### src/vcl_pkg.sv
// Shared types, constants and lookup tables for the velocity compressor/limiter.
package vcl_pkg;

  localparam int TRACK_W     = 8;
  localparam int VEL_W       = 7;
  localparam int SET_W       = 33;
  localparam int REG_COUNT   = 4;
  localparam int CFG_INDEX_W = 3;

  // disabled, threshold 80, 4:1, gain 0, hard knee, min 1, max 127
  localparam logic [SET_W-1:0] SETTINGS_RESET = 33'h1_FC08_03A0;

  // settings field positions
  localparam int F_EN_BIT   = 0;
  localparam int F_THR_LSB  = 1;
  localparam int F_RAT_LSB  = 8;
  localparam int F_GAIN_LSB = 11;
  localparam int F_KNEE_BIT = 18;
  localparam int F_MIN_LSB  = 19;
  localparam int F_MAX_LSB  = 26;

  localparam logic signed [6:0] GAIN_MIN = -7'sd20;
  localparam logic signed [6:0] GAIN_MAX = 7'sd40;

  // half of the 12-unit soft knee
  localparam logic [VEL_W-1:0] KNEE_HALF = 7'd6;

  // widths of the divider operands
  localparam int KP_W = 10;  // (d+6)^2*d, d in 1..5
  localparam int RM_W = 10;  // ratio - 1
  localparam int A_W  = 20;  // dividend integer part
  localparam int E_W  = 19;  // doubled divisor
  localparam int C_W  = 18;  // rounding addend

  localparam int DIV_STEP  = 8;  // quotient bits per divider stage
  localparam int QUO_INT_W = 7;  // integer bits of the quotient

  typedef struct packed {
    logic                    bypass;
    logic                    sub_mode;  // 1: C = base - Q, 0: C = base + Q
    logic [VEL_W-1:0]        vel_raw;
    logic [VEL_W-1:0]        base;
    logic [VEL_W-1:0]        d;
    logic signed [6:0]       gain;
    logic [VEL_W-1:0]        vmin;
    logic [VEL_W-1:0]        vmax;
  } item_t;

  typedef struct packed {
    item_t           side;
    logic [A_W-1:0]  a;
    logic [E_W-1:0]  e;
    logic [C_W-1:0]  c;
  } div_req_t;

  function automatic logic [VEL_W-1:0] clamp_low1(input logic [VEL_W-1:0] x);
    return (x == '0) ? VEL_W'(1) : x;
  endfunction

  function automatic logic [RM_W-1:0] ratio_m1(input logic [2:0] idx);
    logic [RM_W-1:0] r;
    case (idx)
      3'd0: r = 10'd0;
      3'd1: r = 10'd1;
      3'd2: r = 10'd2;
      3'd3: r = 10'd3;
      3'd4: r = 10'd5;
      3'd5: r = 10'd7;
      3'd6: r = 10'd9;
      3'd7: r = 10'd999;
    endcase
    return r;
  endfunction

  // hard knee: divisor 2r, addend r
  function automatic logic [E_W-1:0] den_hard(input logic [2:0] idx);
    logic [E_W-1:0] r;
    case (idx)
      3'd0: r = 19'd2;
      3'd1: r = 19'd4;
      3'd2: r = 19'd6;
      3'd3: r = 19'd8;
      3'd4: r = 19'd12;
      3'd5: r = 19'd16;
      3'd6: r = 19'd20;
      3'd7: r = 19'd2000;
    endcase
    return r;
  endfunction

  function automatic logic [C_W-1:0] add_hard(input logic [2:0] idx);
    logic [C_W-1:0] r;
    case (idx)
      3'd0: r = 18'd1;
      3'd1: r = 18'd2;
      3'd2: r = 18'd3;
      3'd3: r = 18'd4;
      3'd4: r = 18'd6;
      3'd5: r = 18'd8;
      3'd6: r = 18'd10;
      3'd7: r = 18'd1000;
    endcase
    return r;
  endfunction

  // soft knee: divisor 288r, addend 144r - 1
  function automatic logic [E_W-1:0] den_knee(input logic [2:0] idx);
    logic [E_W-1:0] r;
    case (idx)
      3'd0: r = 19'd288;
      3'd1: r = 19'd576;
      3'd2: r = 19'd864;
      3'd3: r = 19'd1152;
      3'd4: r = 19'd1728;
      3'd5: r = 19'd2304;
      3'd6: r = 19'd2880;
      3'd7: r = 19'd288000;
    endcase
    return r;
  endfunction

  function automatic logic [C_W-1:0] add_knee(input logic [2:0] idx);
    logic [C_W-1:0] r;
    case (idx)
      3'd0: r = 18'd143;
      3'd1: r = 18'd287;
      3'd2: r = 18'd431;
      3'd3: r = 18'd575;
      3'd4: r = 18'd863;
      3'd5: r = 18'd1151;
      3'd6: r = 18'd1439;
      3'd7: r = 18'd143999;
    endcase
    return r;
  endfunction

  // (d+6)^2 * d inside the knee
  function automatic logic [KP_W-1:0] knee_poly(input logic [2:0] d);
    logic [KP_W-1:0] r;
    case (d)
      3'd1:    r = 10'd49;
      3'd2:    r = 10'd128;
      3'd3:    r = 10'd243;
      3'd4:    r = 10'd400;
      3'd5:    r = 10'd605;
      default: r = 10'd0;
    endcase
    return r;
  endfunction

endpackage

### src/vcl_in_if.sv
// Input word channel: track number and note velocity.
interface vcl_in_if import vcl_pkg::*; ();
  logic               valid;
  logic               ready;
  logic [TRACK_W-1:0] track;
  logic [VEL_W-1:0]   velocity;

  modport source (output valid, output track, output velocity, input ready);
  modport sink   (input valid, input track, input velocity, output ready);
endinterface

### src/vcl_out_if.sv
// Output word channel: compressed velocity and gain reduction.
interface vcl_out_if import vcl_pkg::*; ();
  logic             valid;
  logic             ready;
  logic [VEL_W-1:0] velocity_out;
  logic [VEL_W-1:0] gain_reduction;

  modport source (output valid, output velocity_out, output gain_reduction, input ready);
  modport sink   (input valid, input velocity_out, input gain_reduction, output ready);
endinterface

### src/vcl_decode.sv
// Settings registers, field decode and knee product: first two pipeline stages.
module vcl_decode import vcl_pkg::*; #(
  parameter int TRACK_COUNT = 4
) (
  input  logic                   clk,
  input  logic                   rst,
  input  logic                   cfg_we,
  input  logic [CFG_INDEX_W-1:0] cfg_index,
  input  logic [SET_W-1:0]       cfg_data,
  input  logic [1:0]             en,
  input  logic [TRACK_W-1:0]     track,
  input  logic [VEL_W-1:0]       velocity,
  output div_req_t               req
);

  // tracks past the register file never read a register
  localparam int ACTIVE = (TRACK_COUNT < REG_COUNT) ? TRACK_COUNT : REG_COUNT;

  logic [SET_W-1:0] settings [ACTIVE];

  always_ff @(posedge clk) begin
    for (int i = 0; i < ACTIVE; i++) begin
      if (rst) begin
        settings[i] <= SETTINGS_RESET;
      end else if (cfg_we && cfg_index == CFG_INDEX_W'(i)) begin
        settings[i] <= cfg_data;
      end
    end
  end

  // stage 1: field decode
  logic [SET_W-1:0]  s_sel;
  logic              hit;
  logic [VEL_W-1:0]  thr, vv, dd, gmn, gmx;
  logic signed [6:0] graw, gcl;
  logic              above, knee;

  always_comb begin
    s_sel = '0;
    hit   = 1'b0;
    for (int i = 0; i < ACTIVE; i++) begin
      if (track == TRACK_W'(i)) begin
        s_sel = settings[i];
        hit   = 1'b1;
      end
    end
    thr  = clamp_low1(s_sel[F_THR_LSB +: VEL_W]);
    gmn  = clamp_low1(s_sel[F_MIN_LSB +: VEL_W]);
    gmx  = clamp_low1(s_sel[F_MAX_LSB +: VEL_W]);
    graw = $signed(s_sel[F_GAIN_LSB +: 7]);
    if (graw < GAIN_MIN) begin
      gcl = GAIN_MIN;
    end else if (graw > GAIN_MAX) begin
      gcl = GAIN_MAX;
    end else begin
      gcl = graw;
    end
    vv    = clamp_low1(velocity);
    above = vv > thr;
    dd    = vv - thr;
    knee  = s_sel[F_KNEE_BIT] && above && (dd < KNEE_HALF);
  end

  logic              s1_bypass, s1_above, s1_knee;
  logic [VEL_W-1:0]  s1_vel_raw, s1_v, s1_t, s1_d, s1_vmin, s1_vmax;
  logic signed [6:0] s1_gain;
  logic [KP_W-1:0]   s1_kpoly;
  logic [2:0]        s1_ridx;

  always_ff @(posedge clk) begin
    if (en[0]) begin
      s1_bypass  <= !(hit && s_sel[F_EN_BIT]);
      s1_above   <= above;
      s1_knee    <= knee;
      s1_vel_raw <= velocity;
      s1_v       <= vv;
      s1_t       <= thr;
      s1_d       <= dd;
      s1_vmin    <= gmn;
      s1_vmax    <= gmx;
      s1_gain    <= gcl;
      s1_kpoly   <= knee_poly(dd[2:0]);
      s1_ridx    <= s_sel[F_RAT_LSB +: 3];
    end
  end

  // stage 2: knee product and divider operands
  logic [A_W-1:0] x;
  div_req_t       req_next;

  always_comb begin
    x = A_W'(s1_kpoly) * A_W'(ratio_m1(s1_ridx));
    req_next.side.bypass   = s1_bypass;
    req_next.side.sub_mode = !s1_above || s1_knee;
    req_next.side.vel_raw  = s1_vel_raw;
    req_next.side.base     = (!s1_above || s1_knee) ? s1_v : s1_t;
    req_next.side.d        = s1_d;
    req_next.side.gain     = s1_gain;
    req_next.side.vmin     = s1_vmin;
    req_next.side.vmax     = s1_vmax;
    if (!s1_above) begin
      // at or below threshold: zero quotient
      req_next.a = '0;
      req_next.e = den_hard(3'd0);
      req_next.c = '0;
    end else if (s1_knee) begin
      req_next.a = x;
      req_next.e = den_knee(s1_ridx);
      req_next.c = add_knee(s1_ridx);
    end else begin
      req_next.a = A_W'(s1_d);
      req_next.e = den_hard(s1_ridx);
      req_next.c = add_hard(s1_ridx);
    end
  end

  always_ff @(posedge clk) begin
    if (en[1]) begin
      req <= req_next;
    end
  end

endmodule

### src/vcl_divider.sv
// Pipelined restoring divider, DIV_STEP quotient bits per stage.
module vcl_divider import vcl_pkg::*; #(
  parameter  int FRAC_BITS = 16,
  localparam int QW = FRAC_BITS + QUO_INT_W,
  localparam int DS = (QW + DIV_STEP - 1) / DIV_STEP
) (
  input  logic          clk,
  input  logic [DS-1:0] en,
  input  div_req_t      req,
  output logic [QW-1:0] quo,
  output item_t         side
);

  localparam int ZW = FRAC_BITS + A_W + 2;
  localparam int RW = E_W;

  // dividend (a << (F+1)) + c; quotient fits QW bits
  logic [ZW-1:0] z;
  assign z = ZW'({req.a, {(FRAC_BITS + 1){1'b0}}}) + ZW'(req.c);

  item_t          side_in [DS];
  logic [RW-1:0]  rem_in  [DS];
  logic [QW-1:0]  zlo_in  [DS];
  logic [QW-1:0]  quo_in  [DS];
  logic [E_W-1:0] den_in  [DS];

  item_t          side_q [DS];
  logic [QW-1:0]  quo_q  [DS];
  logic [RW-1:0]  rem_q  [DS-1];
  logic [QW-1:0]  zlo_q  [DS-1];
  logic [E_W-1:0] den_q  [DS-1];

  assign side_in[0] = req.side;
  assign rem_in[0]  = RW'(z[ZW-1:QW]);
  assign zlo_in[0]  = z[QW-1:0];
  assign quo_in[0]  = '0;
  assign den_in[0]  = req.e;

  for (genvar s = 0; s < DS; s++) begin : g_stage
    localparam int FIRST = s * DIV_STEP;
    localparam int NSTEP = (QW - FIRST < DIV_STEP) ? (QW - FIRST) : DIV_STEP;

    logic [RW-1:0] rem_n;
    logic [QW-1:0] quo_n;

    if (s > 0) begin : g_link
      assign side_in[s] = side_q[s-1];
      assign rem_in[s]  = rem_q[s-1];
      assign zlo_in[s]  = zlo_q[s-1];
      assign quo_in[s]  = quo_q[s-1];
      assign den_in[s]  = den_q[s-1];
    end

    always_comb begin
      logic [RW:0] acc;
      rem_n = rem_in[s];
      quo_n = quo_in[s];
      acc   = '0;
      for (int k = 0; k < NSTEP; k++) begin
        acc = {rem_n, zlo_in[s][QW-1-FIRST-k]};
        if (acc >= {1'b0, den_in[s]}) begin
          acc = acc - {1'b0, den_in[s]};
          quo_n[QW-1-FIRST-k] = 1'b1;
        end
        rem_n = acc[RW-1:0];
      end
    end

    always_ff @(posedge clk) begin
      if (en[s]) begin
        side_q[s] <= side_in[s];
        quo_q[s]  <= quo_n;
      end
    end

    if (s < DS - 1) begin : g_carry
      always_ff @(posedge clk) begin
        if (en[s]) begin
          rem_q[s] <= rem_n;
          zlo_q[s] <= zlo_in[s];
          den_q[s] <= den_in[s];
        end
      end
    end
  end

  assign quo  = quo_q[DS-1];
  assign side = side_q[DS-1];

endmodule

### src/vcl_finish.sv
// Makeup gain, rounding, caps and gain reduction: last two pipeline stages.
module vcl_finish import vcl_pkg::*; #(
  parameter  int FRAC_BITS = 16,
  localparam int QW = FRAC_BITS + QUO_INT_W
) (
  input  logic             clk,
  input  logic [1:0]       en,
  input  logic [QW-1:0]    quo,
  input  item_t            side,
  output logic [VEL_W-1:0] velocity_out,
  output logic [VEL_W-1:0] gain_reduction
);

  localparam int SW = FRAC_BITS + 10;
  localparam int LW = FRAC_BITS + 7;
  localparam logic [LW:0] HALF = (LW + 1)'(1) << (FRAC_BITS - 1);
  localparam logic [LW-1:0] TOP = {7'h7F, {FRAC_BITS{1'b0}}};

  // stage 1: level plus gain, reduction in fixed point
  logic signed [8:0] bg;
  logic [SW-1:0]     bg_ext, q_ext, sum_n;
  logic [LW-1:0]     red_n;

  always_comb begin
    bg     = $signed({2'b00, side.base}) + $signed({{2{side.gain[6]}}, side.gain});
    bg_ext = {bg[8], bg, {FRAC_BITS{1'b0}}};
    q_ext  = {3'b000, quo};
    sum_n  = side.sub_mode ? (bg_ext - q_ext) : (bg_ext + q_ext);
    red_n  = side.sub_mode ? quo : ({side.d, {FRAC_BITS{1'b0}}} - quo);
  end

  logic [SW-1:0]    p1_sum;
  logic [LW-1:0]    p1_red;
  logic             p1_bypass;
  logic [VEL_W-1:0] p1_vel_raw, p1_vmin, p1_vmax;

  always_ff @(posedge clk) begin
    if (en[0]) begin
      p1_sum     <= sum_n;
      p1_red     <= red_n;
      p1_bypass  <= side.bypass;
      p1_vel_raw <= side.vel_raw;
      p1_vmin    <= side.vmin;
      p1_vmax    <= side.vmax;
    end
  end

  // stage 2: clamp, round, caps
  logic [LW-1:0]    sc;
  logic [LW:0]      vr, rr;
  logic [VEL_W-1:0] iv, vel_n, red_o;

  always_comb begin
    if (p1_sum[SW-1]) begin
      sc = '0;
    end else if (p1_sum[SW-2:LW] != '0 || p1_sum[LW-1:0] > TOP) begin
      sc = TOP;
    end else begin
      sc = p1_sum[LW-1:0];
    end
    vr = {1'b0, sc} + HALF;
    iv = clamp_low1(vr[LW-1:FRAC_BITS]);
    if (iv < p1_vmin) begin
      iv = p1_vmin;
    end
    if (iv > p1_vmax) begin
      iv = p1_vmax;
    end
    rr = {1'b0, p1_red} + HALF;
    if (p1_bypass) begin
      vel_n = p1_vel_raw;
      red_o = '0;
    end else begin
      vel_n = iv;
      red_o = rr[LW-1:FRAC_BITS];
    end
  end

  always_ff @(posedge clk) begin
    if (en[1]) begin
      velocity_out   <= vel_n;
      gain_reduction <= red_o;
    end
  end

endmodule

### src/velocity_compressor_limiter.sv
// Top level of the per-track velocity compressor/limiter pipeline.
//
// Use: a word on the sample channel carries a track number and a 7-bit note
// velocity; one word comes back on the result channel for every word taken,
// in order: the compressed, gain-adjusted, capped velocity and the number of
// velocity units removed by compression. Disabled or unknown tracks pass the
// velocity through with zero reduction.
// Settings: four 33-bit registers, one per track, written through cfg_we /
// cfg_index / cfg_data only while the pipe is empty, which the user must
// ensure as the block does not enforce it; indexes past 3 are dropped.
// Throughput: one word per cycle while result.ready stays high.
// Pipeline: (FRAC_BITS+7)/8 rounded up plus 4 register stages, 7 at
// FRAC_BITS = 16: decode, knee product, one divider stage per 8 quotient
// bits, gain/sum, round and cap.
// Stalls: each stage holds its word while the next one is full and stalled;
// empty stages keep filling, so sample.ready stays high until every stage
// holds a word.
// Reset: empties the pipe and loads every track with the default settings
// (disabled, threshold 80, 4:1, no gain, hard knee, caps 1..127).
module velocity_compressor_limiter import vcl_pkg::*; #(
  parameter int TRACK_COUNT = 4,
  parameter int FRAC_BITS   = 16
) (
  input  logic                   clk,
  input  logic                   rst,
  vcl_in_if.sink                 sample,
  vcl_out_if.source              result,
  input  logic                   cfg_we,
  input  logic [CFG_INDEX_W-1:0] cfg_index,
  input  logic [SET_W-1:0]       cfg_data
);

  localparam int QW     = FRAC_BITS + QUO_INT_W;
  localparam int DS     = (QW + DIV_STEP - 1) / DIV_STEP;
  localparam int STAGES = DS + 4;

  // per-stage valid bits; a stage advances when empty or when its successor advances
  logic [STAGES-1:0] vld;
  logic [STAGES-1:0] adv;

  always_comb begin
    adv[STAGES-1] = !vld[STAGES-1] || result.ready;
    for (int i = STAGES - 2; i >= 0; i--) begin
      adv[i] = !vld[i] || adv[i+1];
    end
  end

  always_ff @(posedge clk) begin
    if (rst) begin
      vld <= '0;
    end else begin
      for (int i = 0; i < STAGES; i++) begin
        if (adv[i]) begin
          vld[i] <= (i == 0) ? sample.valid : vld[(i == 0) ? 0 : i - 1];
        end
      end
    end
  end

  assign sample.ready = adv[0];
  assign result.valid = vld[STAGES-1];

  div_req_t      req;
  logic [QW-1:0] quo;
  item_t         side;

  // settings lookup, field decode, knee product
  vcl_decode #(
    .TRACK_COUNT(TRACK_COUNT)
  ) u_decode (
    .clk      (clk),
    .rst      (rst),
    .cfg_we   (cfg_we),
    .cfg_index(cfg_index),
    .cfg_data (cfg_data),
    .en       (adv[1:0]),
    .track    (sample.track),
    .velocity (sample.velocity),
    .req      (req)
  );

  // exact fixed-point quotient, 8 bits per stage
  vcl_divider #(
    .FRAC_BITS(FRAC_BITS)
  ) u_divider (
    .clk (clk),
    .en  (adv[DS+1:2]),
    .req (req),
    .quo (quo),
    .side(side)
  );

  // makeup gain, rounding, caps; last stage is the output register
  vcl_finish #(
    .FRAC_BITS(FRAC_BITS)
  ) u_finish (
    .clk           (clk),
    .en            (adv[STAGES-1:STAGES-2]),
    .quo           (quo),
    .side          (side),
    .velocity_out  (result.velocity_out),
    .gain_reduction(result.gain_reduction)
  );

endmodule

### src/flat_wrapper.sv
// flat-port wrapper written by rule: the top's interface ports become plain ports
module velocity_compressor_limiter_flat import vcl_pkg::*;
#(
  parameter int TRACK_COUNT = 4,
  parameter int FRAC_BITS   = 16
)
  (clk, rst, cfg_we, cfg_index, cfg_data, sample_valid, sample_track, sample_velocity, sample_ready, result_valid, result_velocity_out, result_gain_reduction, result_ready);
  vcl_in_if sample_i ();
  vcl_out_if result_i ();
  input  logic clk;
  input  logic rst;
  input  logic cfg_we;
  input  logic [CFG_INDEX_W-1:0] cfg_index;
  input  logic [SET_W-1:0] cfg_data;
  input wire logic [$bits(sample_i.valid)-1:0] sample_valid;
  input wire logic [$bits(sample_i.track)-1:0] sample_track;
  input wire logic [$bits(sample_i.velocity)-1:0] sample_velocity;
  output wire logic [$bits(sample_i.ready)-1:0] sample_ready;
  output wire logic [$bits(result_i.valid)-1:0] result_valid;
  output wire logic [$bits(result_i.velocity_out)-1:0] result_velocity_out;
  output wire logic [$bits(result_i.gain_reduction)-1:0] result_gain_reduction;
  input wire logic [$bits(result_i.ready)-1:0] result_ready;
  assign sample_i.valid = sample_valid;
  assign sample_i.track = sample_track;
  assign sample_i.velocity = sample_velocity;
  assign sample_ready = sample_i.ready;
  assign result_valid = result_i.valid;
  assign result_velocity_out = result_i.velocity_out;
  assign result_gain_reduction = result_i.gain_reduction;
  assign result_i.ready = result_ready;
  velocity_compressor_limiter #(.TRACK_COUNT(TRACK_COUNT), .FRAC_BITS(FRAC_BITS)) u_core (.clk(clk), .rst(rst), .sample(sample_i), .result(result_i), .cfg_we(cfg_we), .cfg_index(cfg_index), .cfg_data(cfg_data));
endmodule
### config.mk
export PLATFORM = sky130hd
export DESIGN_NAME = velocity_compressor_limiter_flat
export DESIGN_NICKNAME = d
export VERILOG_FILES = /design/src/vcl_pkg.sv /design/src/vcl_in_if.sv /design/src/vcl_out_if.sv /design/src/vcl_decode.sv /design/src/vcl_divider.sv /design/src/vcl_finish.sv /design/src/velocity_compressor_limiter.sv /design/src/flat_wrapper.sv
export SDC_FILE = /design/constraint.sdc
export NUM_CORES = 2
export LEC_CHECK = 0
export ABC_AREA = 1
export BUFFER_PORTS_ARGS = -buffer_cell sky130_fd_sc_hd__buf_2
export CORE_ASPECT_RATIO = 0.7
export CORE_MARGIN = 10
export CORE_UTILIZATION = 59
export DETAILED_ROUTE_END_ITERATION = 8
export GPL_TIMING_DRIVEN = 0
export PLACE_DENSITY = 0.82
export SYNTH_ARGS = -nofsm -noshare
export SYNTH_HDL_FRONTEND = slang
export SYNTH_SLANG_ARGS = --single-unit
### constraint.sdc
create_clock -name clk -period 20.3 [get_ports clk]
set_input_delay 2.03 -clock clk [delete_from_list [all_inputs] [get_ports clk]]
set_output_delay 2.03 -clock clk [all_outputs]
set_load 0.05 [all_outputs]
Yosys cells after proc, flatten, opt, wreduce, memory -nomap -nowiden:

Memories as Yosys holds them, arrays and structs flattened. A register that Yosys moved wholly into a read port is not among the register bits.
Cells that the tools add are included.

* magnitude comparators: 30
* equality and inequality tests: 11
* reduce and logical (&&, ||, !) cells: 35
* multiplexer cells: 96
* bitwise gates (word level): 4
* $mul: 1
* $add $sub $neg: 30

Operators by type and width (count)
* 20-bit by 19-bit >= comparator with 1-bit output: 22
* 19-bit 2-to-1 mux: 22
* 19-bit subtractor: 21
* 33-bit 2-to-1 mux: 8
* 23-bit 2-to-1 mux: 3
* 7-bit 2-to-1 mux: 8
* 10-bit case mux with 5 select lines: 1
* 1-bit 2-to-1 mux: 47
* 23-bit by 16-bit adder with 23-bit output (second input constant): 2
* 44-bit 2-to-1 mux: 1
* 37-bit by 18-bit adder with 38-bit output: 1
* 7-bit zero test: 5
* 25-bit by 24-bit adder with 26-bit output: 1
* 26-bit 2-to-1 mux: 1
* 25-bit by 24-bit subtractor with 26-bit output: 1
* 23-bit > comparator (second input constant): 1
* 23-bit subtractor: 1
* 10-bit by 10-bit multiplier with 20-bit output: 1
* 16-bit by 19-bit >= comparator with 1-bit output: 1
* 16-bit by 19-bit subtractor with 19-bit output: 1
* 8-bit by 2-bit equality test with 1-bit output (second input constant): 2
* 3-bit 2-to-1 mux: 5
* 7-bit > comparator: 2
* 3-bit by 2-bit equality test with 1-bit output (second input constant): 4
* 18 further kinds: 45

* logic and storage cells: 258
* bits in read-only memories: 376
* bits of input ports: 56
* register bits after elaboration: 258
* RAM bits: 455
* output and inout port bits: 16
* memories kept: 11

Memory list
* u_core.u_decode.settings: depth 4, bits a word 33, read ports 4, clocked after Yosys merged registers in 0, write ports 4, RTL line vcl_decode.sv:19 `logic [SET_W-1:0] settings [ACTIVE];`
* u_core.u_divider.side_q: depth 3, bits a word 44, read ports 3, clocked after Yosys merged registers in 0, write ports 3, RTL line vcl_divider.sv:27 `item_t side_q [DS];`
* (no name shown): depth 8, bits a word 10, read ports 1, clocked after Yosys merged registers in 1, write ports 0, RTL line vcl_pkg.sv:109 `case (idx)`
* (no name shown): depth 8, bits a word 10, read ports 1, clocked after Yosys merged registers in 1, write ports 0, RTL line vcl_pkg.sv:124 `case (idx)`
* (no name shown): depth 8, bits a word 9, read ports 1, clocked after Yosys merged registers in 1, write ports 0, RTL line vcl_pkg.sv:62 `case (idx)`
* (no name shown): depth 8, bits a word 9, read ports 1, clocked after Yosys merged registers in 1, write ports 0, RTL line vcl_pkg.sv:78 `case (idx)`
* 5 more memories

Longest topological paths before layout:

* word-level depth: 17
* mapped depth: 174
* mapped depth without buffers: 156

By module:

From an unflattened synthesis, not the netlist that was laid out.

* cell total of the unflattened synthesis: 6800
* area total of the unflattened synthesis: 54233.3 sq um

Modules (own cells, without submodules)
* vcl_divider: area each 34430.5 sq um, sequential area each 8318.0 sq um, instances 1, cells an instance 4873
* vcl_decode: area each 14667.8 sq um, sequential area each 8608.3 sq um, instances 1, cells an instance 1340
* vcl_finish: area each 4850.9 sq um, sequential area each 2102.0 sq um, instances 1, cells an instance 555
* velocity_compressor_limiter: area each 284.0 sq um, sequential area each 140.1 sq um, instances 1, cells an instance 32

Worst setup path before layout:

OpenSTA, ideal clock, no wires.

* kind: register to register
* from: register u_core.u_decode.req[13] (netlist name)
* to: memory u_core.u_divider.rem_q[0][10] (netlist name), data pin
* setup time: 252 ps
* setup slack: -481 ps
* stages on the path, launching flop included: 172
* arrival: 20528 ps
* cells stage by stage: edfxtp_1 -> ha_1 -> ha_1 -> nand2_1 -> nor2_2 -> nand2_1 -> nor2_2 -> nand3_1 -> xor2_1 -> inv_1 -> ha_1 -> nand2_1 -> nor2_1 -> nand3_1 -> nor2_1 -> nand4_1 -> nand3_1 -> nand2_2 -> (+136 left out) -> nand2_1 -> nand2_1 -> a21oi_1 -> o21ai_0 -> nand3_1 -> nand2_1 -> a21oi_1 -> o21ai_0 -> nand2_1 -> inv_1 -> nand3_1 -> nand2_1 -> nand2_1 -> nand2_1 -> nand2_4 -> buf_4 -> nand3_1 -> nand2_1

RTL lines
* end: declaration: RTL line vcl_divider.sv:29 `logic [RW-1:0] rem_q [DS-1];`

==> run_summary.xml <==
<?xml version="1.0" encoding="UTF-8"?>
<metrics>
  <group name="global_routing">
    <metric name="grt_first_pass_wirelength" unit="um">192000</metric>
    <metric name="grt_start_max_net_pins" unit="">76</metric>
    <metric name="first_global_vias" unit="">36947</metric>
    <metric name="grtUsageTotal" unit="%">25.5</metric>
    <metric name="overflow" unit="">0</metric>
    <metric name="number_of_antenna_violations_at_the_first_check_in_global_routing" unit="">2</metric>
  </group>
  <group name="floorplan">
    <metric name="core_region_area" unit="sq mm">0.0786</metric>
    <metric name="floorplan.initialDensity" unit="%">59.5</metric>
    <metric name="pin_count" unit="">72</metric>
    <metric name="dieWidth" unit="um">356</metric>
    <metric name="rows" unit="">86</metric>
    <metric name="die_height" unit="um">255</metric>
    <metric name="fp.dieArea" unit="sq mm">0.0910</metric>
  </group>
  <group name="sta">
    <metric name="max_slew.worst_pin.slew" unit="ps">1320</metric>
    <metric name="timing.final.setup_violations" unit="">19</metric>
    <metric name="final.setup_skew" unit="ps">58.5</metric>
    <metric name="max-slew-margin-rel" unit="%">11.1</metric>
    <metric name="achievable-frequency" unit="MHz">49.0</metric>
    <metric name="final_worst_path_period_share" unit="%">101</metric>
    <metric name="hold_viol_final" unit="">0</metric>
    <metric name="slew_viol_final" unit="">0</metric>
    <metric name="timing.final.ws_setup" unit="ps">-119</metric>
    <metric name="timing.final.crit_period" unit="ps">20420</metric>
  </group>
  <group name="worst_setup_path">
    <metric name="slowest_delay" unit="ps">500</metric>
    <metric name="critPathArrivalTime" unit="ps">20780</metric>
    <metric name="timing.critical_path.mode_cell" unit="">sky130_fd_sc_hd__nand2_2</metric>
    <metric name="critPathSlowestCell" unit="">sky130_fd_sc_hd__nor4_1</metric>
    <metric name="worstSetupEndpointType" unit="">flip-flop</metric>
    <metric name="required" unit="ps">20660</metric>
    <metric name="setup.worst_path.class" unit="">flip-flop to flip-flop</metric>
    <metric name="worstSetupStartpointType" unit="">flip-flop</metric>
    <metric name="crit_fanout" unit="">10</metric>
  </group>
  <group name="cells_and_area">
    <metric name="post_layout_util" unit="%">68.6</metric>
    <metric name="antennaDiodeCount" unit="">0</metric>
    <metric name="final_common_cell" unit="">sky130_fd_sc_hd__nand2_1</metric>
    <metric name="final_layout_size_suffix_gt1_share" unit="%">14.6</metric>
    <metric name="fin_cells" unit="">6942</metric>
    <metric name="area.growth.synth_to_final" unit="%">15.3</metric>
    <metric name="design.final.nets" unit="">6411</metric>
    <metric name="mostFrequentLayoutCells" unit="">sky130_fd_sc_hd__nand2_1, sky130_fd_sc_hd__inv_1, sky130_fd_sc_hd__edfxtp_1</metric>
  </group>
  <group name="clock_network">
    <metric name="cts_root_buf" unit="">sky130_fd_sc_hd__clkbuf_16</metric>
    <metric name="clock_tree.htree_level_count" unit="">2</metric>
    <metric name="cts_tree" unit="">yes</metric>
    <metric name="tritoncts.num_buffers" unit="">54</metric>
    <metric name="max-clock-path-buffers" unit="">3</metric>
    <metric name="worst_setup_hold_path_clk_slew" unit="ps">80</metric>
    <metric name="clkLatencyLatePin" unit="ps">660</metric>
    <metric name="sink_count" unit="">621</metric>
  </group>
  <group name="place">
    <metric name="dpl.hpwl" unit="um">86200</metric>
    <metric name="gp_congestion" unit="">0.939</metric>
    <metric name="pre_cts_slack" unit="ps">-5380</metric>
    <metric name="placedCellCount" unit="">6608</metric>
    <metric name="quantity_of_i_o_buffers_inserted_on_ports" unit="">71</metric>
  </group>
  <group name="synthesis">
    <metric name="netlist_top_cells_area" unit="">sky130_fd_sc_hd__edfxtp_1, sky130_fd_sc_hd__ha_1, sky130_fd_sc_hd__nand2_1</metric>
    <metric name="synth_edf_count" unit="">601</metric>
    <metric name="asyncSetResetFlopFracSynth" unit="%">0</metric>
    <metric name="synth_largest_area_cell" unit="">sky130_fd_sc_hd__edfxtp_1</metric>
    <metric name="synth_cells" unit="">5474</metric>
    <metric name="ys.flop_type" unit="">sky130_fd_sc_hd__edfxtp_1</metric>
    <metric name="syn-mean-instance-area" unit="sq um">8.54</metric>
    <metric name="synth.net_count" unit="">6045</metric>
    <metric name="synthesis.area" unit="sq mm">0.0467</metric>
    <metric name="yosys_warnings" unit="">0</metric>
    <metric name="postSynthRegisterBits" unit="">621</metric>
    <metric name="ys_seq_area_share" unit="%">39.5</metric>
    <metric name="post-synth-top-area-fraction" unit="%">38.6</metric>
    <metric name="ys_types" unit="">66</metric>
  </group>
  <group name="drt">
    <metric name="finalWirelength" unit="um">133000</metric>
    <metric name="remaining_drc_errors" unit="">0</metric>
    <metric name="detailroute.via_count" unit="">41763</metric>
    <metric name="via_per_inst" unit="">6.02</metric>
    <metric name="average_detailed_routed_wire_length_per_instance" unit="um">19.2</metric>
    <metric name="detail_route.iter0.violations" unit="">5738</metric>
    <metric name="number_of_routed_nets_with_antenna_violations" unit="">0</metric>
    <metric name="firstDrtPassIters" unit="">9</metric>
  </group>
  <group name="run">
    <metric name="maxCapViolCount" unit="">0</metric>
  </group>
  <group name="run_status">
    <metric name="outcome" unit="">finished, violations left</metric>
    <metric name="violations" unit="">setup timing</metric>
  </group>
  <group name="worst_hold_path">
    <metric name="min_path_type" unit="">flip-flop to flip-flop</metric>
  </group>
</metrics>
-- timing repair --
item                       CTS  global route
pin swaps                   82           142
hold buffers                 0             0
setup endpoints to repair   41            39
gates cloned                 5             5
buffers inserted           118           113
resized for setup          215           260
-- final timing paths --
kind         slack [ps]                           end  depth (start not counted)                    start
min                 380  u_core.u_divider.zlo_q[0][1]                          0   u_core.u_decode.req[1]
min reg2reg         380  u_core.u_divider.zlo_q[0][1]                          0   u_core.u_decode.req[1]
max                -120  u_core.u_divider.rem_q[0][7]                        162  u_core.u_decode.req[13]
max reg2reg        -120  u_core.u_divider.rem_q[0][7]                        162  u_core.u_decode.req[13]
-- per-layer routing --
metal / part of all wire, % / up-vias / GRT usage [%]
met5: 0.0098 / - / 0
met4: 4.2 / 2 / 7.25
met3: 12 / 581 / 4.11
met2: 43 / 2735 / 37.9
met1: 40 / 19269 / 37.8
li1: - / 19176 / -
-- flip-flops by register name (all words and copies together), names as in the netlist, 8 cells and up, named ones only --
name	count
u_core.u_divider.zlo_q	19
u_core.u_decode.settings	132
u_core.u_finish.p1_red	8
u_core.u_decode.s1_kpoly	8
u_core.u_finish.p1_sum	26
u_core.u_decode.req	83
u_core.u_divider.side_q	132
u_core.u_divider.quo_q	47
u_core.u_divider.den_q	18
u_core.u_divider.rem_q	37
-- layout make-up --
| class | count | area (sq um) |
|---|---|---|
| Inverter | 750 | 2960 |
| Clock inverter | 35 | 379 |
| Timing Repair inverter | 3 | 16.3 |
| Buffer | 92 | 678 |
| Timing Repair Buffer | 315 | 2400 |
| Multi-Input combinational cell | 4003 | 26200 |
| Clock buffer | 67 | 1460 |
| Sequential cell | 621 | 18400 |
| Tap cell | 1056 | 1320 |
| Fill cell | 5466 | 24700 |
-- critical path: cells and delay by family, from the launching register on --
kind | cells | cell delay, ps
DFF | 1 | 430
buffers and inverters | 24 | 2600
AOI/OAI and AO/OA | 40 | 5150
adders and majority gates | 10 | 2660
xor gates and xnor gates | 1 | 180
and+or+nand+nor | 87 | 8970
-- through the flow --
stage / area (sq um) / hold WS, ps / TNS (ps)
4_1_cts: 52100 / 360 / 0
2_1_floorplan: 46700 / 400 / 0
5_1_grt: 53900 / 384 / -31760
3_5_place_dp: 48600 / 405 / -167130
3_3_place_gp: 48400 / 401 / -148700
6_report: 53900 / 377 / -1710
-- cell usage after synthesis, types with 60 or more instances --
cell                       number
sky130_fd_sc_hd__nand2_1     1224
sky130_fd_sc_hd__inv_1        725
sky130_fd_sc_hd__edfxtp_1     601
sky130_fd_sc_hd__ha_1         442
sky130_fd_sc_hd__nor2_1       386
sky130_fd_sc_hd__o21ai_0      372
sky130_fd_sc_hd__a21oi_1      341
sky130_fd_sc_hd__nand3_1      306
sky130_fd_sc_hd__xor2_1       234
sky130_fd_sc_hd__xnor2_1      121
sky130_fd_sc_hd__fa_1          73
sky130_fd_sc_hd__clkbuf_1      69
sky130_fd_sc_hd__o21bai_1      60
-- logic make-up (layout without fill, tap and decap cells) --
group                      count (synthesis)  after routing  synth area share (%)
and+or+nand+nor                         2214           2215                  20.5
DFF                                      621            621                  39.5
xor gates and xnor gates                 355            355                  6.65
adders and majority gates                515            515                  15.0
buffers and inverters                    851           1262                  7.16
AOI/OAI and AO/OA                        918            918                  11.2
Power is not shown: default switching activity piles up to over one toggle a cycle in this logic, so the estimate is an artifact.
